--- src/rtl/tsw_pkg.sv ---
// Package for the tagged section walker: phase codes, status codes, result record,
// known tag words and the tag classifier. No dependencies.
`default_nettype none

package tsw_pkg;

  localparam int unsigned POSITION_BITS_DEF = 32;
  localparam int unsigned FIFO_DEPTH        = 4;
  localparam int unsigned FIFO_PTR_BITS     = 2;

  localparam logic [31:0] MAGIC_WORD     = 32'h504D_4149;
  localparam logic [31:0] FALLBACK_HDR   = 32'h0000_001C;
  localparam logic [31:0] PROLOGUE_BYTES = 32'd12;

  typedef enum logic [2:0] {
    PH_MAGIC    = 3'd0,
    PH_HLEN     = 3'd1,
    PH_SKIP     = 3'd2,
    PH_PROLOGUE = 3'd3,
    PH_DONE     = 3'd4
  } phase_e;

  localparam logic       KIND_SECTION = 1'b0;
  localparam logic       KIND_DONE    = 1'b1;
  localparam logic [1:0] ST_OK        = 2'd0;
  localparam logic [1:0] ST_SHORT     = 2'd1;
  localparam logic [1:0] ST_BAD_MAGIC = 2'd2;

  typedef struct packed {
    logic        kind;
    logic [1:0]  status;
    logic [31:0] tag;
    logic [3:0]  cls;
    logic [31:0] offset;
    logic [31:0] length;
    logic        last;
  } result_t;

  localparam logic [31:0] TAG_PQTZ = 32'h5051_545A;
  localparam logic [31:0] TAG_PCOB = 32'h5043_4F42;
  localparam logic [31:0] TAG_PCO2 = 32'h5043_4F32;
  localparam logic [31:0] TAG_PPTH = 32'h5050_5448;
  localparam logic [31:0] TAG_PWAV = 32'h5057_4156;
  localparam logic [31:0] TAG_PWV3 = 32'h5057_5633;
  localparam logic [31:0] TAG_PWV4 = 32'h5057_5634;
  localparam logic [31:0] TAG_PWV5 = 32'h5057_5635;
  localparam logic [31:0] TAG_PWV6 = 32'h5057_5636;
  localparam logic [31:0] TAG_PWV7 = 32'h5057_5637;
  localparam logic [31:0] TAG_PSSI = 32'h5053_5349;

  function automatic logic [3:0] tag_class(input logic [31:0] tag);
    logic [3:0] cls;
    cls = 4'd0;
    case (tag)
      TAG_PQTZ: cls = 4'd1;
      TAG_PCOB: cls = 4'd2;
      TAG_PCO2: cls = 4'd3;
      TAG_PPTH: cls = 4'd4;
      TAG_PWAV: cls = 4'd5;
      TAG_PWV3: cls = 4'd6;
      TAG_PWV4: cls = 4'd7;
      TAG_PWV5: cls = 4'd8;
      TAG_PWV6: cls = 4'd9;
      TAG_PWV7: cls = 4'd10;
      TAG_PSSI: cls = 4'd11;
      default:  cls = 4'd0;
    endcase
    return cls;
  endfunction

endpackage

`default_nettype wire

--- src/rtl/tagged_section_walker.sv ---
// Tagged section walker: byte-serial container walker, 4-entry result queue.
// Each result is written into the registered result queue on its byte's transfer.
// Throughput: one byte per cycle; a byte that yields two results writes both at once,
// and the input stalls while the result queue holds more than two entries.
// Reset (rst_ni low, asynchronous) clears walk state, the queue and file_length.
// Depends on tsw_pkg.
`default_nettype none

module tagged_section_walker #(
  parameter int unsigned POSITION_BITS = tsw_pkg::POSITION_BITS_DEF
) (
  input  wire logic        clk_i,
  input  wire logic        rst_ni,
  // configuration port
  input  wire logic        psel,
  input  wire logic        penable,
  input  wire logic        pwrite,
  input  wire logic [2:0]  paddr,
  input  wire logic [31:0] pwdata,
  output logic      [31:0] prdata,
  output logic             pready,
  // byte input
  input  wire logic        in_valid_i,
  output logic             in_ready_o,
  input  wire logic [7:0]  data_byte_i,
  input  wire logic        final_byte_i,
  // result output
  output logic             out_valid_o,
  input  wire logic        out_ready_i,
  output logic             result_kind_o,
  output logic [1:0]       walk_status_o,
  output logic [31:0]      tag_value_o,
  output logic [3:0]       tag_class_o,
  output logic [31:0]      body_offset_o,
  output logic [31:0]      body_length_o,
  output logic             last_of_run_o
);

  localparam int unsigned CW  = (POSITION_BITS > 34) ? POSITION_BITS : 34;
  localparam int unsigned PTR = tsw_pkg::FIFO_PTR_BITS;
  localparam int unsigned CNT = PTR + 1;

  // ---------------- configuration ----------------
  logic [31:0] flen_q;
  logic        cfg_wr;

  assign pready = 1'b1;
  assign cfg_wr = psel && penable && pwrite && !paddr[2];
  assign prdata = paddr[2] ? 32'd0 : flen_q;

  always_ff @(posedge clk_i or negedge rst_ni) begin
    if (!rst_ni) begin
      flen_q <= 32'd0;
    end else if (cfg_wr) begin
      flen_q <= pwdata;
    end
  end

  // ---------------- walk state ----------------
  tsw_pkg::phase_e            phase_q, phase_d;
  logic [POSITION_BITS-1:0]   pos_q, pos_d;
  logic [31:0]                shift_q, shift_d;
  logic [31:0]                tag_q, tag_d;
  logic [32:0]                sec_q, sec_d;

  tsw_pkg::result_t           res_a, res_b;
  logic                       a_v, b_v;
  logic                       in_xfer, out_xfer;

  assign in_xfer = in_valid_i && in_ready_o;

  always_comb begin
    logic [31:0]            shift_nx;
    logic [31:0]            hdr;
    logic [POSITION_BITS-1:0] pos_inc;
    logic [CW-1:0]          pos_w;
    logic [CW-1:0]          sec_w;
    logic [33:0]            sum;
    tsw_pkg::result_t       fin_res;

    shift_nx = {shift_q[23:0], data_byte_i};
    pos_inc  = pos_q + POSITION_BITS'(1);
    pos_w    = CW'(pos_q);
    sec_w    = CW'(sec_q);
    hdr      = 32'd0;
    sum      = 34'd0;

    fin_res        = '0;
    fin_res.kind   = tsw_pkg::KIND_DONE;

    phase_d = phase_q;
    pos_d   = pos_inc;
    shift_d = shift_q;
    tag_d   = tag_q;
    sec_d   = sec_q;
    res_a   = fin_res;
    res_b   = fin_res;
    a_v     = 1'b0;
    b_v     = 1'b0;

    case (phase_q)
      tsw_pkg::PH_MAGIC: begin
        if (pos_q == '0 && flen_q < tsw_pkg::PROLOGUE_BYTES) begin
          a_v          = 1'b1;
          res_a.status = tsw_pkg::ST_SHORT;
          phase_d      = tsw_pkg::PH_DONE;
        end else begin
          shift_d = shift_nx;
          if (pos_q == POSITION_BITS'(3)) begin
            if (shift_nx != tsw_pkg::MAGIC_WORD) begin
              a_v          = 1'b1;
              res_a.status = tsw_pkg::ST_BAD_MAGIC;
              phase_d      = tsw_pkg::PH_DONE;
            end else begin
              phase_d = tsw_pkg::PH_HLEN;
            end
          end
        end
      end
      tsw_pkg::PH_HLEN: begin
        shift_d = shift_nx;
        if (pos_q == POSITION_BITS'(7)) begin
          hdr = shift_nx;
          if (hdr < tsw_pkg::PROLOGUE_BYTES || hdr > flen_q) hdr = tsw_pkg::FALLBACK_HDR;
          if (hdr > flen_q) begin
            a_v          = 1'b1;
            res_a.status = tsw_pkg::ST_SHORT;
            phase_d      = tsw_pkg::PH_DONE;
          end else if ({1'b0, hdr} + {1'b0, tsw_pkg::PROLOGUE_BYTES} > {1'b0, flen_q}) begin
            a_v          = 1'b1;
            res_a.status = tsw_pkg::ST_OK;
            phase_d      = tsw_pkg::PH_DONE;
          end else begin
            sec_d   = {1'b0, hdr};
            phase_d = tsw_pkg::PH_SKIP;
          end
        end
      end
      tsw_pkg::PH_SKIP: begin
        if (CW'(pos_inc) == sec_w) phase_d = tsw_pkg::PH_PROLOGUE;
      end
      tsw_pkg::PH_PROLOGUE: begin
        shift_d = shift_nx;
        if (pos_w == sec_w + CW'(3)) tag_d = shift_nx;
        if (pos_w == sec_w + CW'(11)) begin
          sum = {1'b0, sec_q} + {2'b00, shift_nx};
          if (shift_nx < tsw_pkg::PROLOGUE_BYTES || sum > {2'b00, flen_q}) begin
            a_v          = 1'b1;
            res_a.status = tsw_pkg::ST_OK;
            phase_d      = tsw_pkg::PH_DONE;
          end else begin
            a_v          = 1'b1;
            res_a.kind   = tsw_pkg::KIND_SECTION;
            res_a.status = tsw_pkg::ST_OK;
            res_a.tag    = tag_q;
            res_a.cls    = tsw_pkg::tag_class(tag_q);
            res_a.offset = sec_q[31:0] + tsw_pkg::PROLOGUE_BYTES;
            res_a.length = shift_nx - tsw_pkg::PROLOGUE_BYTES;
            sec_d        = sum[32:0];
            if (sum + 34'(tsw_pkg::PROLOGUE_BYTES) > {2'b00, flen_q}) begin
              b_v          = 1'b1;
              res_b.status = tsw_pkg::ST_OK;
              phase_d      = tsw_pkg::PH_DONE;
            end else if (shift_nx == tsw_pkg::PROLOGUE_BYTES) begin
              phase_d = tsw_pkg::PH_PROLOGUE;
            end else begin
              phase_d = tsw_pkg::PH_SKIP;
            end
          end
        end
      end
      default: begin
      end
    endcase

    if (final_byte_i) begin
      // early last byte: append a too-short finish unless the walk already ended
      if (phase_d != tsw_pkg::PH_DONE) begin
        if (a_v) begin
          b_v          = 1'b1;
          res_b.status = tsw_pkg::ST_SHORT;
        end else begin
          a_v          = 1'b1;
          res_a.status = tsw_pkg::ST_SHORT;
        end
      end
      phase_d = tsw_pkg::PH_MAGIC;
      pos_d   = '0;
      shift_d = 32'd0;
      tag_d   = 32'd0;
      sec_d   = 33'd0;
    end

    res_a.last = !b_v;
    res_b.last = 1'b1;
  end

  always_ff @(posedge clk_i or negedge rst_ni) begin
    if (!rst_ni) begin
      phase_q <= tsw_pkg::PH_MAGIC;
      pos_q   <= '0;
      shift_q <= 32'd0;
      tag_q   <= 32'd0;
      sec_q   <= 33'd0;
    end else if (in_xfer) begin
      phase_q <= phase_d;
      pos_q   <= pos_d;
      shift_q <= shift_d;
      tag_q   <= tag_d;
      sec_q   <= sec_d;
    end
  end

  // ---------------- result queue ----------------
  tsw_pkg::result_t fifo_q [tsw_pkg::FIFO_DEPTH];
  logic [PTR-1:0]   wptr_q, rptr_q;
  logic [CNT-1:0]   count_q;
  logic [CNT-1:0]   push_n;

  assign out_valid_o = (count_q != '0);
  assign out_xfer    = out_valid_o && out_ready_i;
  assign in_ready_o  = (count_q <= CNT'(tsw_pkg::FIFO_DEPTH - 2));
  assign push_n      = in_xfer ? (CNT'(a_v) + CNT'(b_v)) : '0;

  always_ff @(posedge clk_i or negedge rst_ni) begin
    if (!rst_ni) begin
      wptr_q  <= '0;
      rptr_q  <= '0;
      count_q <= '0;
    end else begin
      wptr_q  <= wptr_q + push_n[PTR-1:0];
      rptr_q  <= rptr_q + PTR'(out_xfer);
      count_q <= count_q + push_n - CNT'(out_xfer);
    end
  end

  always_ff @(posedge clk_i) begin
    if (in_xfer && a_v) fifo_q[wptr_q] <= res_a;
    if (in_xfer && b_v) fifo_q[wptr_q + PTR'(1)] <= res_b;
  end

  assign result_kind_o = fifo_q[rptr_q].kind;
  assign walk_status_o = fifo_q[rptr_q].status;
  assign tag_value_o   = fifo_q[rptr_q].tag;
  assign tag_class_o   = fifo_q[rptr_q].cls;
  assign body_offset_o = fifo_q[rptr_q].offset;
  assign body_length_o = fifo_q[rptr_q].length;
  assign last_of_run_o = fifo_q[rptr_q].last;

  // ---------------- assertions ----------------
  a_count_bound: assert property (@(posedge clk_i) disable iff (!rst_ni)
    count_q <= CNT'(tsw_pkg::FIFO_DEPTH))
    else $error("result queue overflow");

  a_final_restart: assert property (@(posedge clk_i) disable iff (!rst_ni)
    (in_xfer && final_byte_i) |=> (phase_q == tsw_pkg::PH_MAGIC && pos_q == '0))
    else $error("walker did not restart after last byte");

  a_magic_pos: assert property (@(posedge clk_i) disable iff (!rst_ni)
    (phase_q == tsw_pkg::PH_MAGIC) |-> (pos_q < POSITION_BITS'(4)))
    else $error("magic phase past byte 3");

  a_hlen_pos: assert property (@(posedge clk_i) disable iff (!rst_ni)
    (phase_q == tsw_pkg::PH_HLEN) |->
      (pos_q >= POSITION_BITS'(4) && pos_q < POSITION_BITS'(8)))
    else $error("header length phase out of bytes 4..7");

endmodule

`default_nettype wire
--- config.mk ---
export PLATFORM = sky130hd
export DESIGN_NAME = tagged_section_walker
export DESIGN_NICKNAME = d
export VERILOG_FILES = /design/src/rtl/tsw_pkg.sv /design/src/rtl/tagged_section_walker.sv
export SDC_FILE = /design/constraint.sdc
export NUM_CORES = 2
export LEC_CHECK = 0
export ABC_AREA = 0
export BUFFER_PORTS_ARGS = -buffer_cell sky130_fd_sc_hd__buf_2
export CAP_MARGIN = 20
export CORE_AREA = 4 4 354 356
export CTS_CLUSTER_SIZE = 8
export DETAILED_ROUTE_END_ITERATION = 12
export DIE_AREA = 0 0 358 360
export SYNTH_ARGS = -nofsm -noshare
export SYNTH_HDL_FRONTEND = slang
export SYNTH_SLANG_ARGS = --single-unit
--- constraint.sdc ---
create_clock -name clk_i -period 7.4 [get_ports clk_i]
set_clock_uncertainty 0.05 [all_clocks]
set_input_delay 0.74 -clock clk_i [delete_from_list [all_inputs] [get_ports clk_i]]
set_output_delay 0.74 -clock clk_i [all_outputs]
set_load 0.1 [all_outputs]
### Word-level counts from Yosys, hierarchy flattened

Memories as Yosys holds them, arrays and structs flattened.
Index checks and enable logic that the tools add are counted.

* register bits: 163
* bits in writable memories: 416
* input bits: 51
* logic and storage cells: 154
* memories kept: 1

* add/sub/neg operators: 14
* $lt $le $gt $ge: 8
* eq/ne operators: 28
* mux-type cells: 71
* reduce and logical (&&, ||, !) cells: 23

Memories
* fifo_q: depth 4, bits a word 104, read ports 1, clocked after Yosys merged registers in 0, write ports 2, RTL line tagged_section_walker.sv:215 `tsw_pkg::result_t fifo_q [tsw_pkg::FIFO_DEPTH];`

Operators with widths (count)
* $eq 32x31->1 const B: 11
* $mux 32: 8
* $mux 100: 2
* $mux 33: 6
* $mux 103: 1
* $eq 32x34->1: 2
* $gt 34x32->1: 2
* $pmux 33 s2: 1
* $gt 32x32->1: 2
* $lt 32x4->1 const B: 2
* $mux 24: 2
* $pmux 24 s2: 1
* $pmux 4 s11: 1
* $add 33x2->34 const B: 1
* $add 33x32->34: 1
* $add 33x4->34 const B: 1
* $add 34x4->34 const B: 1
* $add 32x4->33 const B: 1
* $eq 32x33->1: 1
* $gt 33x32->1: 1
* $mux 3: 11
* $add 32x1->32 const B: 1
* $add 32x4->32 const B: 1
* $eq 32x2->1 const B: 1
* other kinds (29): 82

### Longest topological paths before layout

* depth after elaboration: 18
* depth in mapped cells: 39

### Least setup slack after synthesis

No wires, ideal clock.

* kind: input to register
* start: input data_byte_i[6]
* end: register count_q[2]
* setup time: 123 ps
* arrival time: 7617 ps
* data required time: 7227 ps
* setup slack: -390 ps
* stages: 36
* buffers on the path: 2
* cell sequence: clkbuf_1 > or3_1 > or3_1 > nor4_1 > nand2_1 > nand2_1 > nor2_1 > ha_1 > or4b_1 > clkbuf_1 > nor4_2 > nand2b_1 > nor2_1 > xnor2_1 > nor2_1 > ha_1 > nand2_1 > nor4_1 > o21ai_0 > o211ai_1 > a21oi_1 > o221a_2 > or2_2 > a31oi_1 > o21ai_2 > nand3_2 > nand2_1 > ha_1 > nand2_1 > ha_1 > inv_1 > ha_1 > inv_1 > fa_1 > xor2_1 > xnor2_1

* cells in the longest elaborated chain, start to end: 18

RTL lines
* start: declaration: RTL line tagged_section_walker.sv:25 `input wire logic [7:0] data_byte_i,`
* $lt 32x4->1 or $gt 32x32->1 (tied branches): RTL line tagged_section_walker.sv:124, tagged_section_walker.sv:147
* $logic_or 1x1->1: RTL line tagged_section_walker.sv:124 `if (hdr < tsw_pkg::PROLOGUE_BYTES || hdr > flen_q) hdr = tsw_pkg::FALLBACK_HDR;`
* $mux 32: RTL line tagged_section_walker.sv:124
* $mux 32: RTL line tagged_section_walker.sv:122 `if (pos_q == POSITION_BITS'(7)) begin`
* $mux 32: RTL line tagged_section_walker.sv:101 `case (phase_q)`
* $add 32x4->33: RTL line tagged_section_walker.sv:129 `end else if ({1'b0, hdr} + {1'b0, tsw_pkg::PROLOGUE_BYTES} > {1'b0, flen_q}) begin`
* $gt 33x32->1: RTL line tagged_section_walker.sv:129
* $mux 3 or $mux 1 (tied branches): RTL line tagged_section_walker.sv:129
* [... 2 more ...]
* $pmux 3 s4 or $pmux 1 s3 (tied branches): RTL line tagged_section_walker.sv:101
* $ne 3x3->1 or $mux 1 (tied branches): RTL line tagged_section_walker.sv:178, tagged_section_walker.sv:179
* $mux 1: RTL line tagged_section_walker.sv:178 `if (phase_d != tsw_pkg::PH_DONE) begin`
* $mux 1: RTL line tagged_section_walker.sv:176 `if (final_byte_i) begin`
* $add 1x1->2 *: RTL line tagged_section_walker.sv:223 `assign push_n = in_xfer ? (CNT'(a_v) + CNT'(b_v)) : '0;`
* $mux 2 *: RTL line tagged_section_walker.sv:223
* $add 3x2->3 *: RTL line tagged_section_walker.sv:233 `count_q <= count_q + push_n - CNT'(out_xfer);`
* $sub 3x1->3 *: RTL line tagged_section_walker.sv:233
* end signal: assignment: RTL line tagged_section_walker.sv:233
* end: declaration: RTL line tagged_section_walker.sv:217 `logic [CNT-1:0] count_q;`

Every way passes the cells marked *; elsewhere a longest branch is shown, timed or not. The select of a mux whose other input is x is not followed.
A chain may end at the register's enable or synchronous reset.

### Final worst setup path

* start: register shift_q[3]
* end: register count_q[2]

* cells in the longest elaborated chain, start to end: 18

RTL lines
* start: declaration: RTL line tagged_section_walker.sv:62 `logic [31:0] shift_q, shift_d;`
* start signal: assignment: RTL line tagged_section_walker.sv:208 `shift_q <= shift_d;`
* $lt 32x4->1 or $gt 32x32->1 (tied branches): RTL line tagged_section_walker.sv:124, tagged_section_walker.sv:147
* $logic_or 1x1->1: RTL line tagged_section_walker.sv:124
* $mux 32: RTL line tagged_section_walker.sv:124
* $mux 32: RTL line tagged_section_walker.sv:122
* $mux 32: RTL line tagged_section_walker.sv:101
* $add 32x4->33: RTL line tagged_section_walker.sv:129
* $gt 33x32->1: RTL line tagged_section_walker.sv:129
* $mux 3 or $mux 1 (tied branches): RTL line tagged_section_walker.sv:129
* [... 2 more ...]
* $pmux 3 s4 or $pmux 1 s3 (tied branches): RTL line tagged_section_walker.sv:101
* $ne 3x3->1 or $mux 1 (tied branches): RTL line tagged_section_walker.sv:178, tagged_section_walker.sv:179
* $mux 1: RTL line tagged_section_walker.sv:178
* $mux 1: RTL line tagged_section_walker.sv:176
* $add 1x1->2 *: RTL line tagged_section_walker.sv:223
* $mux 2 *: RTL line tagged_section_walker.sv:223
* $add 3x2->3 *: RTL line tagged_section_walker.sv:233
* $sub 3x1->3 *: RTL line tagged_section_walker.sv:233

Marked as above.

==> summary.txt <==
Worst setup path
  • Req. time, crit path: 7.87 ns
  • WS Path Type: reg -> reg
  • CP Max Fanout: 4
  • Startpoint Class: register
  • Crit-path max cell delay: about 0.52 ns
  • Crit path buf inv count: 25
  • CP top delay family: buffers and inverters
  • Internal reg-to-reg setup slack: -0.07 ns
  • CP most frequent cell: buf_4
  • R2R Path End: count_q[2]
  • FF-to-FF Start: shift_q[3]
  • WP data arrival: ~8 ns
  • Critical path capture point type: register
  • CP max-delay cell: or4_1
  • R2r worst-path depth: 43

Synthesis
  • Mapped Nets: 4710
  • Cells after Synth: 4453
  • Mapped cell area: 36500 sq um
  • EDFF count, synth: 4
  • Dominant cell type by area after synthesis: dfxtp_1
  • Async S/R FF share, synth: 0.282
  • YS warnings: 0
  • Largest cells by area after synthesis: dfxtp_1 23%, dfrtp_1 11%, a21oi_1 7.4%
  • FF+latch count, synth: 579
  • Unique cell type count in the Yosys netlist: 103
  • Sequential share of the synthesized area: 0.341
  • Share of the synthesized area in the top cell type: 0.226
  • Avg Inst Size Synth: 8.20 sq um
  • Main synth FF type: dfxtp_1

Outcome
  • Failing checks: setup timing
  • Outcome: finished with violations

STA
  • Hold slack final: roughly 0.24 ns
  • Fmax: ~0.13 GHz
  • Tcrit/Tclk final: 1.01
  • Worst Tran Pin Value: between 1 and 1.5 ns
  • Final Critical Period: 7.47 ns
  • Setup WS post-layout: -0.0704 ns
  • Fin. max-slew vios: 0
  • Fin. Hold Viols: 0
  • TNS Setup: -0.0704 ns
  • RSZ-0062 raised after global routing: true
  • Endpoints failing setup: 1
  • Max_slew headroom: 0.203

Place
  • Number of port buffers: 186
  • Hpwl dp: 110000 um
  • Global placement routability congestion: 0.995

Clock tree
  • CTS clk-pin slew, worst paths: 0.07 ns
  • Clock Latency Late Sink: 0.69 ns
  • TritonCTS clock tree: built
  • CTS sink cnt: 579
  • CTS root buf: clkbuf_16
  • H-tree depth: 3
  • Clock tree buffer depth: 3
  • Total CTS buffers: 84

Detailed routing
  • Antenna viol nets, final: 0
  • DRT Pass-1 Iters: 8
  • Drt wl/cell: 22.9 um
  • DRC Markers: 0
  • Total wire length: 151000 um
  • Via Count: 36700
  • Vias per cell: 5.57
  • Drt initial violations: 3641

Hold path
  • Worst Hold Path EP: flen_q[0]
  • Hold path start: pwdata[0]
  • Hold path depth: 2
  • Worst min-delay path category: in -> reg

Power
  • Psw: 7.02 mW
  • Proportion of power drawn by the clock network: 0.228
  • Internal power: 8.87 mW
  • Sw frac: 0.442
  • Flop pwr share: 0.236
  • Maximum vdd drop: between 0.2 and 0.25 mV
  • Leakage: 18.9 nW
  • Pwr per Cell Area: 346 nW/um^2
  • Final Power: 15.9 mW
  • Comb pwr share: 0.536

Floorplan
  • Die area: between 100000 and 150000 sq um
  • IO Count: 190
  • Die Y: roughly 360 um
  • Rows: about 130
  • Starting density of the core: 0.300
  • Die width: 358 um
  • Core area: 122000 sq um

Job
  • # Max-Cap Violations: 0

Layout
  • Area growth syn-to-layout: 26.0%
  • Share of cells above drive strength 1: 0.230
  • Most frequent cells in the layout: 691 x nand2_1, 527 x a21oi_1, 485 x buf_4, 412 x dfxtp_1, 374 x nor2_1
  • Fin nets: between 5000 and 6000
  • Leading cell type in the layout, fill and taps excluded: nand2_1

GRT
  • Initial antenna violation count: 8
  • GRT Overall Usage: 0.226
  • Number of global-route vias before repair: 34800
  • Total gr overflow: 0
  • First-pass GRT wire length: 224000 um
  • Largest net degree at the start of global routing: 85
[cell type report]
type | instances | area, sq um
inverters | 88 | 330
flip-flops and latches | 579 | 12500
multi-input cells | 3449 | 23000
clock buffers | 108 | 2240
clock inverters | 7 | 148
well taps | 1625 | 2030
fillers | 12400 | 75700
repair buffers | 732 | 5720
diodes | 4 | 10.0
[metal layers]
metal	GRT usage	up-vias	share of wire
met2	0.354	1674	0.44
met5	0	-	0.000093
li1	-	16900	-
met4	0.106	2	0.056
met1	0.304	17700	0.41
met3	0.0370	377	0.085
[power groups by stage]
stage / registers, mW / clock network (mW) / logic (mW)
2_1_floorplan: 3.55 / 0 / 4.63
3_3_place_gp: 3.78 / 0 / 7.85
3_5_place_dp: 3.78 / 0 / 7.89
4_1_cts: 3.74 / 3.67 / 8.13
5_1_grt: 3.77 / 3.82 / 9.07
6_report: 3.76 / 3.62 / 8.52
[through the flow]
| stage | std cells | setup WS, ns | utilization | area [sq um] |
|---|---|---|---|---|
| floorplan | 4453 | 0.00245 | - | 36600 |
| global placement | 6423 | -0.945 | 0.350 | 42600 |
| detailed placement | 6423 | -0.968 | 0.350 | 42600 |
| CTS | 6571 | 0.00904 | 0.374 | 45500 |
| global route | 6588 | -0.331 | 0.378 | 46000 |
| finish | 6592 | -0.0704 | 0.378 | 46000 |
[how the worst max path moves through the flow]
stage	from	end	slack, ns	depth (start not counted)
3_3_place_gp	data_byte_i[0]	count_q[2]	-0.95	39
4_1_cts	shift_q[10]	count_q[2]	0.009	36
6_report	shift_q[3]	count_q[2]	-0.07	43
5_1_grt	flen_q[29]	count_q[2]	-0.33	36
2_1_floorplan	data_byte_i[1]	count_q[2]	0.002	37
3_5_place_dp	data_byte_i[1]	count_q[2]	-0.97	38
[state kept, by name, indices dropped and copies added, names as in the netlist]
register,cells
wptr_q,2
phase_q,3
sec_q,33
flen_q,32
pos_q,32
count_q,3
shift_q,24
rptr_q,2
tag_q,32
fifo_q,416
[timing repair]
| action | in CTS | in global routing |
|---|---|---|
| buffers inserted | 32 | 15 |
| gates resized for setup | 53 | 83 |
| endpoints found under the hold margin | 43 | 0 |
| gates cloned | 0 | 1 |
| pin swaps | 22 | 50 |
| hold buffers | 1 | 0 |
| endpoints found under the setup margin | 104 | 418 |
[cell families after synthesis]
group           synth area share
compound gates             0.167
xor+xnor                  0.0521
fa+ha+maj                 0.0710
buf+inv                   0.0479
flops                      0.341
mux                       0.0787
other cells             0.000103
simple gates               0.243
[cell usage after synthesis (31+ instances only)]
| cell | instances |
|---|---|
| nor2_1 | 384 |
| o31ai_1 | 38 |
| o21ai_0 | 123 |
| a211oi_1 | 31 |
| xor2_1 | 90 |
| nand2_1 | 703 |
| nand3_1 | 76 |
| dfrtp_1 | 163 |
| buf_2 | 90 |
| a22o_1 | 59 |
| nor4_1 | 57 |
| a21oi_1 | 538 |
| ha_1 | 204 |
| mux2_2 | 32 |
| mux4_2 | 104 |
| and2_1 | 35 |
| and3_1 | 81 |
| nand4_1 | 93 |
| nor3_1 | 221 |
| clkbuf_1 | 218 |
| inv_1 | 85 |
| dfxtp_1 | 412 |
| or3_1 | 73 |
| xnor2_1 | 116 |
Power figures use the tool's default switching activity.
